`config.mk`:
```
export PLATFORM = sky130hd
export DESIGN_NAME = logic_shift_compare_unit_top
export DESIGN_NICKNAME = d
export VERILOG_FILES = /design/src/rtl/lscu_pkg.sv /design/src/rtl/lscu_front.sv /design/src/rtl/lscu_queue.sv /design/src/rtl/lscu_back.sv /design/src/rtl/logic_shift_compare_unit_top.sv
export VERILOG_INCLUDE_DIRS = /design/src /design/src/rtl
export SDC_FILE = /design/constraint.sdc
export NUM_CORES = 2
export LEC_CHECK = 0
export BUFFER_PORTS_ARGS = -buffer_cell sky130_fd_sc_hd__clkbuf_2
export CORE_UTILIZATION = 30
export DETAILED_ROUTE_END_ITERATION = 10
export GPL_TIMING_DRIVEN = 0
export MAX_ROUTING_LAYER = met4
export REMOVE_ABC_BUFFERS = 1
export SLEW_MARGIN = 20
export SYNTH_ARGS = -nofsm -noshare
export SYNTH_HDL_FRONTEND = slang
export SYNTH_HIERARCHICAL = 1
export SYNTH_SLANG_ARGS = --single-unit
```
`constraint.sdc`:
```
create_clock -name clock -period 14 [get_ports clock]
set_input_delay 0.7 -clock clock [delete_from_list [all_inputs] [get_ports clock]]
set_output_delay 0.7 -clock clock [all_outputs]
set_load 0.05 [all_outputs]
```
`src/rtl/assert_macros.svh`:
```
// Assertion macros shared by the RTL files that carry checks.
`ifndef ASSERT_MACROS_SVH
`define ASSERT_MACROS_SVH

// Checked on every rising clock edge outside of reset.
`define LSCU_ASSERT(name, prop, msg) \
   name: assert property (@(posedge clock) disable iff (reset) prop) else $error(msg);

// Checked on every rising clock edge, reset included.
`define LSCU_ASSERT_ALWAYS(name, prop, msg) \
   name: assert property (@(posedge clock) prop) else $error(msg);

`endif

```
`src/rtl/lscu_pkg.sv`:
```
// Package with operation codes, the decoded request type and queue constants.
`timescale 1ns / 1ps
package lscu_pkg;

   localparam logic [3:0] OP_AND    = 4'd0;
   localparam logic [3:0] OP_OR     = 4'd1;
   localparam logic [3:0] OP_NOR    = 4'd2;
   localparam logic [3:0] OP_XOR    = 4'd3;
   localparam logic [3:0] OP_NAND   = 4'd4;
   localparam logic [3:0] OP_SLL    = 4'd5;
   localparam logic [3:0] OP_SRL    = 4'd6;
   localparam logic [3:0] OP_SRA    = 4'd7;
   localparam logic [3:0] OP_ANDI   = 4'd8;
   localparam logic [3:0] OP_ORI    = 4'd9;
   localparam logic [3:0] OP_NORI   = 4'd10;
   localparam logic [3:0] OP_SLT    = 4'd11;
   localparam logic [3:0] OP_SLTI   = 4'd12;
   localparam logic [3:0] OP_LOAD   = 4'd13;
   localparam logic [3:0] OP_READ   = 4'd14;
   localparam logic [3:0] OP_UNUSED = 4'd15;

   localparam int QUEUE_DEPTH = 2;
   localparam int QUEUE_PTR_W = $clog2(QUEUE_DEPTH);
   localparam int QUEUE_CNT_W = $clog2(QUEUE_DEPTH + 1);

   // A classified request as it travels from the front end to the execute side.
   typedef struct packed {
      logic [3:0]  op;
      logic [4:0]  rd_a_index;   // src_a, or dest for a read
      logic        a_zero;       // port A reads as zero
      logic [4:0]  src_b;
      logic        b_zero;
      logic [4:0]  dest;
      logic        writes;       // operation produces a register value
      logic        wr_en;        // and the destination accepts it
      logic [4:0]  shamt;
      logic [15:0] imm;
      logic [31:0] load_value;
   } item_type;

endpackage

```
`src/rtl/lscu_front.sv`:
```
// Front end: accepts requests and classifies them for the execute side.
`timescale 1ns / 1ps
module lscu_front
   import lscu_pkg::*;
#(
   parameter int NUM_REGS = 32
) (
   input  logic                clock,
   input  logic                reset,
   input  logic                req_valid,
   output logic                req_ready,
   input  logic [3:0]          req_type,
   input  logic [4:0]          req_src_a,
   input  logic [4:0]          req_src_b,
   input  logic [4:0]          req_dest,
   input  logic [4:0]          req_shift_amount,
   input  logic [15:0]         req_immediate,
   input  logic signed [31:0]  req_load_value,
   input  logic                q_full,
   output logic                q_push,
   output item_type            q_item
);

   logic writes;
   logic reads_dest;
   logic dest_ok;
   logic held_ff;
   logic held_in;

   // An index reads as zero when it is register zero or lies past the file.
   function automatic logic index_is_zero(input logic [4:0] idx);
      return (idx == 5'd0) || (32'(idx) >= 32'(NUM_REGS));
   endfunction

   always_comb begin
      unique case (req_type) inside
         [OP_AND:OP_LOAD]: begin
            writes     = 1'b1;
            reads_dest = 1'b0;
         end
         default: begin
            writes     = 1'b0;
            reads_dest = 1'b1;
         end
      endcase
   end

   assign dest_ok   = !index_is_zero(req_dest);
   assign req_ready = !q_full && !held_ff;
   assign q_push    = req_valid && req_ready;

   // Ready stays low in the cycle that reset is released.
   assign held_in = reset;
   always_ff @(posedge clock) begin
      held_ff <= held_in;
   end

   always_comb begin
      q_item.op         = req_type;
      q_item.rd_a_index = reads_dest ? req_dest : req_src_a;
      q_item.a_zero     = index_is_zero(reads_dest ? req_dest : req_src_a);
      q_item.src_b      = req_src_b;
      q_item.b_zero     = index_is_zero(req_src_b);
      q_item.dest       = req_dest;
      q_item.writes     = writes;
      q_item.wr_en      = writes && dest_ok;
      q_item.shamt      = req_shift_amount;
      q_item.imm        = req_immediate;
      q_item.load_value = req_load_value;
   end

endmodule

```
`src/rtl/lscu_queue.sv`:
```
// Short request queue between the front end and the execute side.
`timescale 1ns / 1ps
module lscu_queue
   import lscu_pkg::*;
(
   input  logic      clock,
   input  logic      reset,
   input  logic      push,
   input  item_type  push_item,
   output logic      full,
   output logic      pop_valid,
   input  logic      pop,
   output item_type  pop_item
);

   item_type                 entry_ff [QUEUE_DEPTH];
   logic [QUEUE_PTR_W-1:0]   wr_ptr_ff;
   logic [QUEUE_PTR_W-1:0]   wr_ptr_in;
   logic [QUEUE_PTR_W-1:0]   rd_ptr_ff;
   logic [QUEUE_PTR_W-1:0]   rd_ptr_in;
   logic [QUEUE_CNT_W-1:0]   count_ff;
   logic [QUEUE_CNT_W-1:0]   count_in;
   logic                     do_pop;

   assign full      = (count_ff == QUEUE_CNT_W'(QUEUE_DEPTH));
   assign pop_valid = (count_ff != '0);
   assign pop_item  = entry_ff[rd_ptr_ff];
   assign do_pop    = pop && pop_valid;

   always_comb begin
      wr_ptr_in = push ? wr_ptr_ff + QUEUE_PTR_W'(1) : wr_ptr_ff;
      rd_ptr_in = do_pop ? rd_ptr_ff + QUEUE_PTR_W'(1) : rd_ptr_ff;
      count_in  = count_ff;
      if (push && !do_pop) begin
         count_in = count_ff + QUEUE_CNT_W'(1);
      end else if (!push && do_pop) begin
         count_in = count_ff - QUEUE_CNT_W'(1);
      end
   end

   always_ff @(posedge clock) begin
      if (reset) begin
         wr_ptr_ff <= '0;
         rd_ptr_ff <= '0;
         count_ff  <= '0;
      end else begin
         wr_ptr_ff <= wr_ptr_in;
         rd_ptr_ff <= rd_ptr_in;
         count_ff  <= count_in;
      end
   end

   always_ff @(posedge clock) begin
      if (push) begin
         entry_ff[wr_ptr_ff] <= push_item;
      end
   end

endmodule

```
`src/rtl/lscu_back.sv`:
```
// Execute side: register file, operand read, logic/shift/compare and result register.
`timescale 1ns / 1ps
module lscu_back
   import lscu_pkg::*;
#(
   parameter int NUM_REGS   = 32,
   parameter int DATA_WIDTH = 32
) (
   input  logic               clock,
   input  logic               reset,
   input  logic               q_valid,
   input  item_type           q_item,
   output logic               q_pop,
   output logic               rsp_valid,
   input  logic               rsp_ready,
   output logic [4:0]         rsp_result_index,
   output logic signed [31:0] rsp_result_value,
   output logic               rsp_wrote_register
);

   localparam int AW = $clog2(NUM_REGS);
   localparam int IW = (AW > 5) ? AW : 5;

   logic [DATA_WIDTH-1:0] mem [NUM_REGS];
   logic [NUM_REGS-1:0]   valid_ff;

   logic [DATA_WIDTH-1:0] rd_a_ff;
   logic [DATA_WIDTH-1:0] rd_b_ff;
   logic                  ex_valid_ff;
   logic                  ex_valid_in;
   item_type              ex_item_ff;
   logic                  ex_adv;

   logic [AW-1:0]         ra;
   logic [AW-1:0]         rb;
   logic [AW-1:0]         waddr;
   logic                  we;
   logic [DATA_WIDTH-1:0] wdata;

   logic [DATA_WIDTH-1:0] op_result;
   logic [DATA_WIDTH-1:0] value;
   logic [DATA_WIDTH-1:0] imm_z;
   logic signed [63:0]    a64;
   logic signed [63:0]    simm64;
   logic signed [63:0]    ld64;
   logic signed [63:0]    val64;

   logic                  out_valid_ff;
   logic                  out_valid_in;
   logic [4:0]            out_index_ff;
   logic [31:0]           out_value_ff;
   logic                  out_wrote_ff;

   function automatic logic [AW-1:0] to_addr(input logic [4:0] idx);
      logic [IW-1:0] wide;
      wide = IW'(idx);
      return wide[AW-1:0];
   endfunction

   assign ex_adv = ex_valid_ff && (!out_valid_ff || rsp_ready);
   assign q_pop  = q_valid && (!ex_valid_ff || ex_adv);

   assign ra    = to_addr(q_item.rd_a_index);
   assign rb    = to_addr(q_item.src_b);
   assign waddr = to_addr(ex_item_ff.dest);
   assign we    = ex_adv && ex_item_ff.wr_en;
   assign wdata = op_result;

   // Register file. The write of the instruction leaving execute is forwarded
   // into the operand read of the one entering it in the same cycle.
   always_ff @(posedge clock) begin
      if (we) begin
         mem[waddr] <= wdata;
      end
      if (q_pop) begin
         if (q_item.a_zero) begin
            rd_a_ff <= '0;
         end else if (we && waddr == ra) begin
            rd_a_ff <= wdata;
         end else if (!valid_ff[ra]) begin
            rd_a_ff <= '0;
         end else begin
            rd_a_ff <= mem[ra];
         end
         if (q_item.b_zero) begin
            rd_b_ff <= '0;
         end else if (we && waddr == rb) begin
            rd_b_ff <= wdata;
         end else if (!valid_ff[rb]) begin
            rd_b_ff <= '0;
         end else begin
            rd_b_ff <= mem[rb];
         end
      end
   end

   // An entry never written since reset reads as zero.
   always_ff @(posedge clock) begin
      if (reset) begin
         valid_ff <= '0;
      end else if (we) begin
         valid_ff[waddr] <= 1'b1;
      end
   end

   always_comb begin
      ex_valid_in = ex_valid_ff;
      if (q_pop) begin
         ex_valid_in = 1'b1;
      end else if (ex_adv) begin
         ex_valid_in = 1'b0;
      end
   end

   always_ff @(posedge clock) begin
      if (reset) begin
         ex_valid_ff <= 1'b0;
      end else begin
         ex_valid_ff <= ex_valid_in;
      end
   end

   always_ff @(posedge clock) begin
      if (q_pop) begin
         ex_item_ff <= q_item;
      end
   end

   assign imm_z  = DATA_WIDTH'({48'd0, ex_item_ff.imm});
   assign a64    = 64'($signed(rd_a_ff));
   assign simm64 = 64'($signed(ex_item_ff.imm));
   assign ld64   = 64'($signed(ex_item_ff.load_value));

   always_comb begin
      case (ex_item_ff.op)
         OP_AND:  op_result = rd_a_ff & rd_b_ff;
         OP_OR:   op_result = rd_a_ff | rd_b_ff;
         OP_NOR:  op_result = ~(rd_a_ff | rd_b_ff);
         OP_XOR:  op_result = rd_a_ff ^ rd_b_ff;
         OP_NAND: op_result = ~(rd_a_ff & rd_b_ff);
         OP_SLL:  op_result = rd_b_ff << ex_item_ff.shamt;
         OP_SRL:  op_result = rd_b_ff >> ex_item_ff.shamt;
         OP_SRA:  op_result = DATA_WIDTH'($signed(rd_b_ff) >>> ex_item_ff.shamt);
         OP_ANDI: op_result = rd_a_ff & imm_z;
         OP_ORI:  op_result = rd_a_ff | imm_z;
         OP_NORI: op_result = ~(rd_a_ff | imm_z);
         OP_SLT:  op_result = DATA_WIDTH'($signed(rd_a_ff) < $signed(rd_b_ff));
         OP_SLTI: op_result = DATA_WIDTH'(a64 < simm64);
         OP_LOAD: op_result = ld64[DATA_WIDTH-1:0];
         default: op_result = '0;
      endcase
   end

   // A read reports port A, which was pointed at the destination. A write
   // that the destination refuses reports zero.
   always_comb begin
      if (ex_item_ff.wr_en) begin
         value = op_result;
      end else if (ex_item_ff.writes) begin
         value = '0;
      end else begin
         value = rd_a_ff;
      end
      val64 = 64'($signed(value));
   end

   always_comb begin
      out_valid_in = out_valid_ff;
      if (ex_adv) begin
         out_valid_in = 1'b1;
      end else if (rsp_ready) begin
         out_valid_in = 1'b0;
      end
   end

   always_ff @(posedge clock) begin
      if (reset) begin
         out_valid_ff <= 1'b0;
      end else begin
         out_valid_ff <= out_valid_in;
      end
   end

   always_ff @(posedge clock) begin
      if (ex_adv) begin
         out_index_ff <= ex_item_ff.dest;
         out_value_ff <= val64[31:0];
         out_wrote_ff <= ex_item_ff.wr_en;
      end
   end

   assign rsp_valid          = out_valid_ff;
   assign rsp_result_index   = out_index_ff;
   assign rsp_result_value   = out_value_ff;
   assign rsp_wrote_register = out_wrote_ff;

endmodule

```
`src/rtl/logic_shift_compare_unit_top.sv`:
```
// Top level of the logic, shift and compare execute unit.
// Usage: each request on the req_ channel names an operation (req_type), two
// source registers, a destination, a shift distance, a 16-bit immediate and a
// load value. The unit reads its own register file, computes the operation,
// writes the destination and returns one response on the rsp_ channel with the
// destination index, the value it now holds and whether it was written.
// Both channels use valid and ready; a request moves on a clock edge at
// which both are high.
// An accepted request is first written into the queue; its operands are then
// read into registers, and execute then writes the response register, which
// drives rsp_valid; the response is taken when rsp_ready is high.
// Throughput: one request per cycle while rsp_ready stays high, set by the single
// write port and the two registered read ports of the register file; a write is
// forwarded to a read issued in the same cycle.
// A two-entry queue decouples the front end from the execute side. When the
// receiver holds rsp_ready low, the response register, the execute stage and
// the queue fill in turn, then req_ready drops; nothing is lost.
// Reset (synchronous, active high) clears the queue, the pipeline and the
// per-register written flags, so every register reads zero afterwards;
// req_ready stays low for the first cycle after reset.
`timescale 1ns / 1ps
`include "assert_macros.svh"
module logic_shift_compare_unit_top
   import lscu_pkg::*;
#(
   parameter int NUM_REGS   = 32,
   parameter int DATA_WIDTH = 32
) (
   input  logic               clock,
   input  logic               reset,
   input  logic               req_valid,
   output logic               req_ready,
   input  logic [3:0]         req_type,
   input  logic [4:0]         req_src_a,
   input  logic [4:0]         req_src_b,
   input  logic [4:0]         req_dest,
   input  logic [4:0]         req_shift_amount,
   input  logic [15:0]        req_immediate,
   input  logic signed [31:0] req_load_value,
   output logic               rsp_valid,
   input  logic               rsp_ready,
   output logic [4:0]         rsp_result_index,
   output logic signed [31:0] rsp_result_value,
   output logic               rsp_wrote_register
);

   logic     q_full;
   logic     q_push;
   item_type q_push_item;
   logic     q_valid;
   logic     q_pop;
   item_type q_pop_item;

   // The front end classifies each request and hands it to the queue.
   lscu_front #(
      .NUM_REGS (NUM_REGS)
   ) u_front (
      .clock            (clock),
      .reset            (reset),
      .req_valid        (req_valid),
      .req_ready        (req_ready),
      .req_type         (req_type),
      .req_src_a        (req_src_a),
      .req_src_b        (req_src_b),
      .req_dest         (req_dest),
      .req_shift_amount (req_shift_amount),
      .req_immediate    (req_immediate),
      .req_load_value   (req_load_value),
      .q_full           (q_full),
      .q_push           (q_push),
      .q_item           (q_push_item)
   );

   lscu_queue u_queue (
      .clock     (clock),
      .reset     (reset),
      .push      (q_push),
      .push_item (q_push_item),
      .full      (q_full),
      .pop_valid (q_valid),
      .pop       (q_pop),
      .pop_item  (q_pop_item)
   );

   // The execute side owns the register file and the response register.
   lscu_back #(
      .NUM_REGS   (NUM_REGS),
      .DATA_WIDTH (DATA_WIDTH)
   ) u_back (
      .clock              (clock),
      .reset              (reset),
      .q_valid            (q_valid),
      .q_item             (q_pop_item),
      .q_pop              (q_pop),
      .rsp_valid          (rsp_valid),
      .rsp_ready          (rsp_ready),
      .rsp_result_index   (rsp_result_index),
      .rsp_result_value   (rsp_result_value),
      .rsp_wrote_register (rsp_wrote_register)
   );

   // Register zero is never reported as written.
   `LSCU_ASSERT(a_no_write_reg0, rsp_valid && rsp_wrote_register |-> rsp_result_index != 5'd0, "register zero reported as written")

   // Register zero always reports the value zero.
   `LSCU_ASSERT(a_reg0_reads_zero, rsp_valid && rsp_result_index == 5'd0 |-> rsp_result_value == 32'sd0, "register zero reported a nonzero value")

   // No response can be pending in the cycle after reset.
   `LSCU_ASSERT(a_no_rsp_after_reset, $past(reset) |-> !rsp_valid, "response valid right after reset")

   // A request can only enter the queue when it has room.
   `LSCU_ASSERT_ALWAYS(a_push_has_room, q_push |-> !q_full && !reset, "request pushed into a full queue or during reset")

endmodule

```
# After elaboration in Yosys (flattened, before gate mapping)

Memories as Yosys holds them, arrays and structs flattened. A register that Yosys moved wholly into a read port is not among the register bits.
Index checks and enable logic that the tools add are counted.

Add/subtract/negate cells: 4
$lt $le $gt $ge: 8
Equal/unequal tests: 16
Shift-type cells: 3
Muxes and demuxes: 27
Bitwise gates (word level): 9
Reduce and logical (&&, ||, !) cells: 30

Operators by type and width:

| operator             | count |
|---|---|
| $pmux W32 S14        | 1 |
| $mux W32             | 6 |
| $not A32 Y32         | 3 |
| $or A32 B32 Y32      | 2 |
| $and A32 B16 Y32     | 1 |
| $and A32 B32 Y32     | 1 |
| $lt A32 B16 Y1       | 1 |
| $lt A32 B32 Y1       | 1 |
| $or A32 B16 Y32      | 1 |
| $shl A32 B5 Y32      | 1 |
| $shr A32 B5 Y32      | 1 |
| $sshr A32 B5 Y32     | 1 |
| $xor A32 B32 Y32     | 1 |
| $eq A4 B4 Y1 const B | 6 |
| $lt A5 B6 Y1 const B | 3 |
| $eq A4 B3 Y1 const B | 4 |
| $logic_not A5 Y1     | 3 |
| $mux W1              | 14 |
| $logic_and A1 B1 Y1  | 13 |
| $bmux W1 S5          | 2 |
| $eq A5 B5 Y1         | 2 |
| $eq A4 B2 Y1 const B | 2 |
| $reduce_bool A2 Y1   | 4 |
| $logic_not A1 Y1     | 7 |
| other kinds (13)     | 16 |

Bits in registers: 205
Memory bits (writable): 1176
Input port bits: 76
Output and inout port bits: 40
Logic and storage cells: 118
Memories: 2

Memories:

| name             | depth | width | read ports | clocked after memory_dff | write ports | line             | text |
|---|---|---|---|---|---|---|---|
| u_back.mem       | 32    | 32    | 2          | 0                        | 1           | lscu_back.sv:24  | `logic [DATA_WIDTH-1:0] mem [NUM_REGS];` |
| u_queue.entry_ff | 2     | 76    | 1          | 1                        | 1           | lscu_queue.sv:16 | `item_type entry_ff [QUEUE_DEPTH];` |

# Longest topological paths before layout

Depth in word-level cells: 9
Depth in mapped cells: 12
Depth with buffers taken out: 11

# Cells and area by module

Netlist, hierarchy kept.

By module, submodules not included:

| module     | times used | cells an instance | area each (um2) | seq. area each (um2) |
|---|---|---|---|---|
| lscu_back  | 1          | 3583              | 62907.8         | 36414.9 |
| lscu_queue | 1          | 258               | 5849.4          | 4664.5 |
| lscu_front | 1          | 85                | 663.1           | 20.0 |

# Worst setup path before layout

Ideal clock, no wire load.

Kind: input -> register
Start: input rsp_ready
End: register u_queue.count_ff[1]
Data arrival time: 13.075 ns
Data required time: 13.930 ns
Path slack: 0.855 ns
Cell stages on the path: 6
Cells stage by stage: nor2b_1 -> a21boi_0 -> o21ai_0 -> ha_1 -> or3_1 -> a21oi_1

Longest elaborated chain between the ends: 8
Elaborated cells between the ends (all ways): 10
Classes of those cells: mux (1); reduce/logical (9)

Ends and longest elaborated chain:

| item                                                 | line                               | text |
|---|---|---|
| start, declared                                      | logic_shift_compare_unit_top.sv:41 | `input logic rsp_ready,` |
| $logic_or A1 B1 Y1 (*)                               | lscu_back.sv:60                    | `assign ex_adv = ex_valid_ff && (!out_valid_ff \|\| rsp_ready);` |
| $logic_and A1 B1 Y1 (*)                              | lscu_back.sv:60                    |  |
| $logic_or A1 B1 Y1 (*)                               | lscu_back.sv:61                    | `assign q_pop = q_valid && (!ex_valid_ff \|\| ex_adv);` |
| $logic_and A1 B1 Y1 (*)                              | lscu_back.sv:61                    |  |
| via q_pop                                            | logic_shift_compare_unit_top.sv:51 | `logic q_pop;` |
| $logic_and A1 B1 Y1 (*)                              | lscu_queue.sv:28                   | `assign do_pop = pop && pop_valid;` |
| $logic_not A1 Y1                                     | lscu_queue.sv:34                   | `if (push && !do_pop) begin` |
| $logic_and A1 B1 Y1                                  | lscu_queue.sv:34                   |  |
| $mux W2 / $reduce_bool A2 Y1 (equally long branches) | --                                 |  |
| end signal, assigned                                 | lscu_queue.sv:49                   | `count_ff <= count_in;` |
| end, declared                                        | lscu_queue.sv:21                   | `logic [QUEUE_CNT_W-1:0] count_ff;` |

The timed path passes the listed nets; every way through them passes the cells marked *.
A chain may end at the register's enable or synchronous reset.

==> implementation parameters <==
Parameter                              Value

Finish
  Utilization of the core after routing    35.29%
  Number of fillers in the final layout    21,290
  Synth-to-layout area growth    16.86%
  Fraction of layout instances using a drive strength above 1    33.74%
  Final net count    4,255

Clocking
  Setup fix buffers added after clock tree synthesis    0
  CTS H-tree depth    4
  Post-cts resize count    0
  Clock buffer depth    3
  Library cell used as clock root buffer    sky130_fd_sc_hd__clkbuf_16
  Clock network latency to the later pin of the worst-skew pair    820 ps
  Sink Count    1,382
  Number of buffers created by CTS    141
  Clk slew on worst S/H paths    60 ps
  Number of hold-repair buffers added at the cts stage    0
  CTS tree    built

Placement
  RePlAce Congestion    0.9749
  Detailed placement HPWL    152,700 microns
  Port Buffer Count    115
  Pre-CTS setup slack    8859 ps

Yosys
  Post-synth EDFFs    1,342
  Cell accounting for the most synthesized area    sky130_fd_sc_hd__edfxtp_1
  Sequential element share of the synthesized area    59.20%
  Synthesized netlist cell count    3,926
  Asr flop ratio synth    0%
  Most area-consuming cells after synthesis    sky130_fd_sc_hd__edfxtp_1 (58%), sky130_fd_sc_hd__mux4_2 (23%), sky130_fd_sc_hd__ha_1 (2.8%)
  Share of the synthesized area in the top cell type    58.05%
  Flip-flop and latch count after synthesis    1,382
  Total standard cell area after synthesis    69,420 sq um
  Synth unique cells    84
  Yosys warning total    6
  Most frequently used flop master after synthesis    sky130_fd_sc_hd__edfxtp_1
  Synthesized area per cell    17.68 sq um

Die
  Number of core rows    176
  DIE HEIGHT    483.0 microns
  Initial Utilization    30.20%
  # IOs    116
  Horizontal die dimension    483.0 microns
  Die Outline Area    233,300 sq um
  Core outline area    229,900 sq um

Global routing
  Vias in the first global route    40,992
  Global-route wire length before repair    313,300 microns
  Pin count of the biggest net entering global routing    73
  Total global routing track utilization    19.31%
  Global-route congestion overflow total    0
  Antenna violations before repair    0

Setup path
  Sort of element at the start of the critical path    register
  Crit path buf inv count    5
  Highest-delay cell along the critical path    sky130_fd_sc_hd__mux4_2
  Worst Path Max Fanout    52
  Setup CP Type    reg2reg
  Maximum single-stage delay on the critical path    570 ps
  Cells along the critical path    buf_16 > buf_12 > mux2_8 > buf_16 > buf_16 > buf_16 > mux4_2 > mux4_2 > mux2i_1 > o22ai_1
  Cell with the most instances on the worst path    sky130_fd_sc_hd__buf_16
  Critical path required time    14,520 ps
  Worst Path Arrival    5520 ps
  CP Capture Type    register
  Worst path top cell family by delay    multiplexers

Timing
  Final Worst Setup Slack    9003 ps
  Max Clk Rate    0.2001 GHz
  Worst hold-check slack    90.34 ps
  Final number of setup-violating endpoints    0
  Worst slew margin    31.95%
  Period utilization    35.69%
  Final hold violations    0
  Transition time at the pin with the least slew margin    1020 ps
  Setup repair after global routing missed its margin    false
  Time the worst path needs with I/O delays and setup    4997 ps
  Final-report max-slew violation count    0
  Worst clock skew    36.44 ps

Detailed routing
  Detailed Route WL    221,400 microns
  Wire length per cell    30.91 microns
  Via-per-instance ratio    5.734
  Vias    41,059
  First-iteration detailed-routing DRC count    5,255
  Final routed DRC violation total    0
  Antenna-violating nets left    0
  Detailed-router iteration count before antenna repair    6

Power and ir drop
  Peak supply drop    136.5 uV
  Power Dens Cells    210.0 nW/um^2
  Static leakage    26.73 nW
  Total power after layout    17.04 mW

Hold path
  Hold crit path type    in2reg
  Beginning of the worst hold path    req_load_value[5]

Run
  Count of max-cap constraint violations    0

Outcome
  Status    complete, no violations
-- through the flow --
stage / cell area (sq um) / std cells / TNS, ps
finish: 81130 / 7161 / 0
floorplan: 67630 / 3578 / 0
detailed placement: 76530 / 6904 / 0
global route: 81120 / 7157 / 0
global placement: 71990 / 6719 / -738960
CTS: 81110 / 7157 / 0
-- final cells by class --
type / count / area, sq um / area share [%]
well taps: 3026 / 3786 / 4.667
clock inverters: 78 / 855.8 / 1.055
multi-input cells: 2069 / 26570 / 32.75
repair buffers: 300 / 4604 / 5.676
diodes: 4 / 10.01 / 0.01234
inverters: 127 / 478.0 / 0.5892
clock buffers: 175 / 3722 / 4.588
flip-flops and latches: 1382 / 41100 / 50.67
-- cell usage in the layout (no fill, tap or decap), drive strengths merged, types with 7 or more instances in the layout --
cell / instances
edfxtp: 1342
mux4: 718
clkbuf: 290
nor2: 285
buf: 185
ha: 158
inv: 132
mux2i: 131
a21oi: 117
mux2: 91
nand2: 87
o21ai: 62
o22ai: 58
clkinv: 51
nor3: 43
dfxtp: 40
a221oi: 20
a21o: 19
o211ai: 18
a211oi: 18
o31ai: 15
xnor2: 14
nor2b: 14
bufinv: 13
o2bb2ai: 12
nand2b: 12
nand3: 12
a22oi: 10
clkinvlp: 9
or3: 9
and2: 9
and3: 8
nand3b: 7
a31oi: 7
o221ai: 7
xor2: 7
nor4: 7
a211o: 7
-- state kept, by name, indices dropped and copies added (netlist names), named ones only --
signal	cells
u_back/mem	1024
u_queue/entry_ff	152
u_back/ex_item_ff	59
u_back/rd_a_ff	32
u_back/rd_b_ff	32
u_back/rsp_result_value	32
u_back/valid_ff	32
u_back/rsp_result_index	5
u_back/waddr	5
u_queue/count_ff	2
u_back/ex_valid_ff	1
u_back/rsp_valid	1
u_back/rsp_wrote_register	1
u_front/held_ff	1
u_queue/rd_ptr_ff	1
u_queue/wr_ptr_ff	1
-- layer usage --
layer | wire [microns] | part of all wire [%] | vias up | GRT usage, %
met5 | 0 | 0 | - | -
met4 | 9813 | 4.4 | 0 | 7.824
met3 | 18830 | 8.5 | 392 | 3.456
met2 | 106800 | 48 | 2234 | 30.53
met1 | 85880 | 39 | 22059 | 24.52
li1 | - | - | 16374 | -
-- path summary, 6_finish.rpt --
check / slack (ps) / cells past startpoint / to
min reg2reg: 490 / 2 / u_back/valid_ff[31]
max reg2reg: 9000 / 10 / u_back/rd_b_ff[8]
min: 90 / 1 / u_queue/entry_ff[1][5]
max: 9000 / 10 / u_back/rd_b_ff[8]
-- cell usage after synthesis (10+ instances only) --
cell / instances
sky130_fd_sc_hd__edfxtp_1: 1342
sky130_fd_sc_hd__mux4_2: 713
sky130_fd_sc_hd__nor2_1: 285
sky130_fd_sc_hd__ha_1: 158
sky130_fd_sc_hd__clkbuf_1: 138
sky130_fd_sc_hd__mux2i_1: 131
sky130_fd_sc_hd__inv_1: 121
sky130_fd_sc_hd__a21oi_1: 117
sky130_fd_sc_hd__buf_2: 96
sky130_fd_sc_hd__nand2_1: 87
sky130_fd_sc_hd__buf_4: 74
sky130_fd_sc_hd__o21ai_0: 60
sky130_fd_sc_hd__o22ai_1: 58
sky130_fd_sc_hd__mux2_2: 51
sky130_fd_sc_hd__nor3_1: 42
sky130_fd_sc_hd__dfxtp_1: 40
sky130_fd_sc_hd__mux2_4: 40
sky130_fd_sc_hd__buf_1: 29
sky130_fd_sc_hd__a221oi_1: 20
sky130_fd_sc_hd__a21o_1: 19
sky130_fd_sc_hd__o211ai_1: 18
sky130_fd_sc_hd__a211oi_1: 15
sky130_fd_sc_hd__nor2b_1: 14
sky130_fd_sc_hd__o31ai_1: 14
sky130_fd_sc_hd__xnor2_1: 14
sky130_fd_sc_hd__nand2b_1: 12
sky130_fd_sc_hd__o2bb2ai_1: 12
sky130_fd_sc_hd__nand3_1: 11
sky130_fd_sc_hd__a22oi_1: 10
-- power by group --
group,switching [mW],internal [mW]
Clock,1.65,2.15
Combinational,4.22,2.62
Sequential,0.441,5.97
Total,6.31,10.7
-- worst reg2reg max path, cell delays in order (launching register included) --
cell,delay (ps)
sky130_fd_sc_hd__dfxtp_4,560
sky130_fd_sc_hd__buf_16,310
sky130_fd_sc_hd__buf_12,280
sky130_fd_sc_hd__mux2_8,480
sky130_fd_sc_hd__buf_16,390
sky130_fd_sc_hd__buf_16,470
sky130_fd_sc_hd__buf_16,470
sky130_fd_sc_hd__mux4_2,600
sky130_fd_sc_hd__mux4_2,510
sky130_fd_sc_hd__mux2i_1,530
sky130_fd_sc_hd__o22ai_1,140
-- cell families after synthesis --
| group | count (synthesis) | synth area share, % |
|---|---|---|
| DFF | 1382 | 59.20 |
| muxes | 940 | 26.90 |
| and+or+nand+nor | 519 | 3.356 |
| buffers and inverters | 475 | 3.264 |
| AOI/OAI and AO/OA | 431 | 4.162 |
| adders and majority gates | 158 | 2.848 |
| xor gates and xnor gates | 21 | 0.2650 |
(Power assumes the default switching activity.)
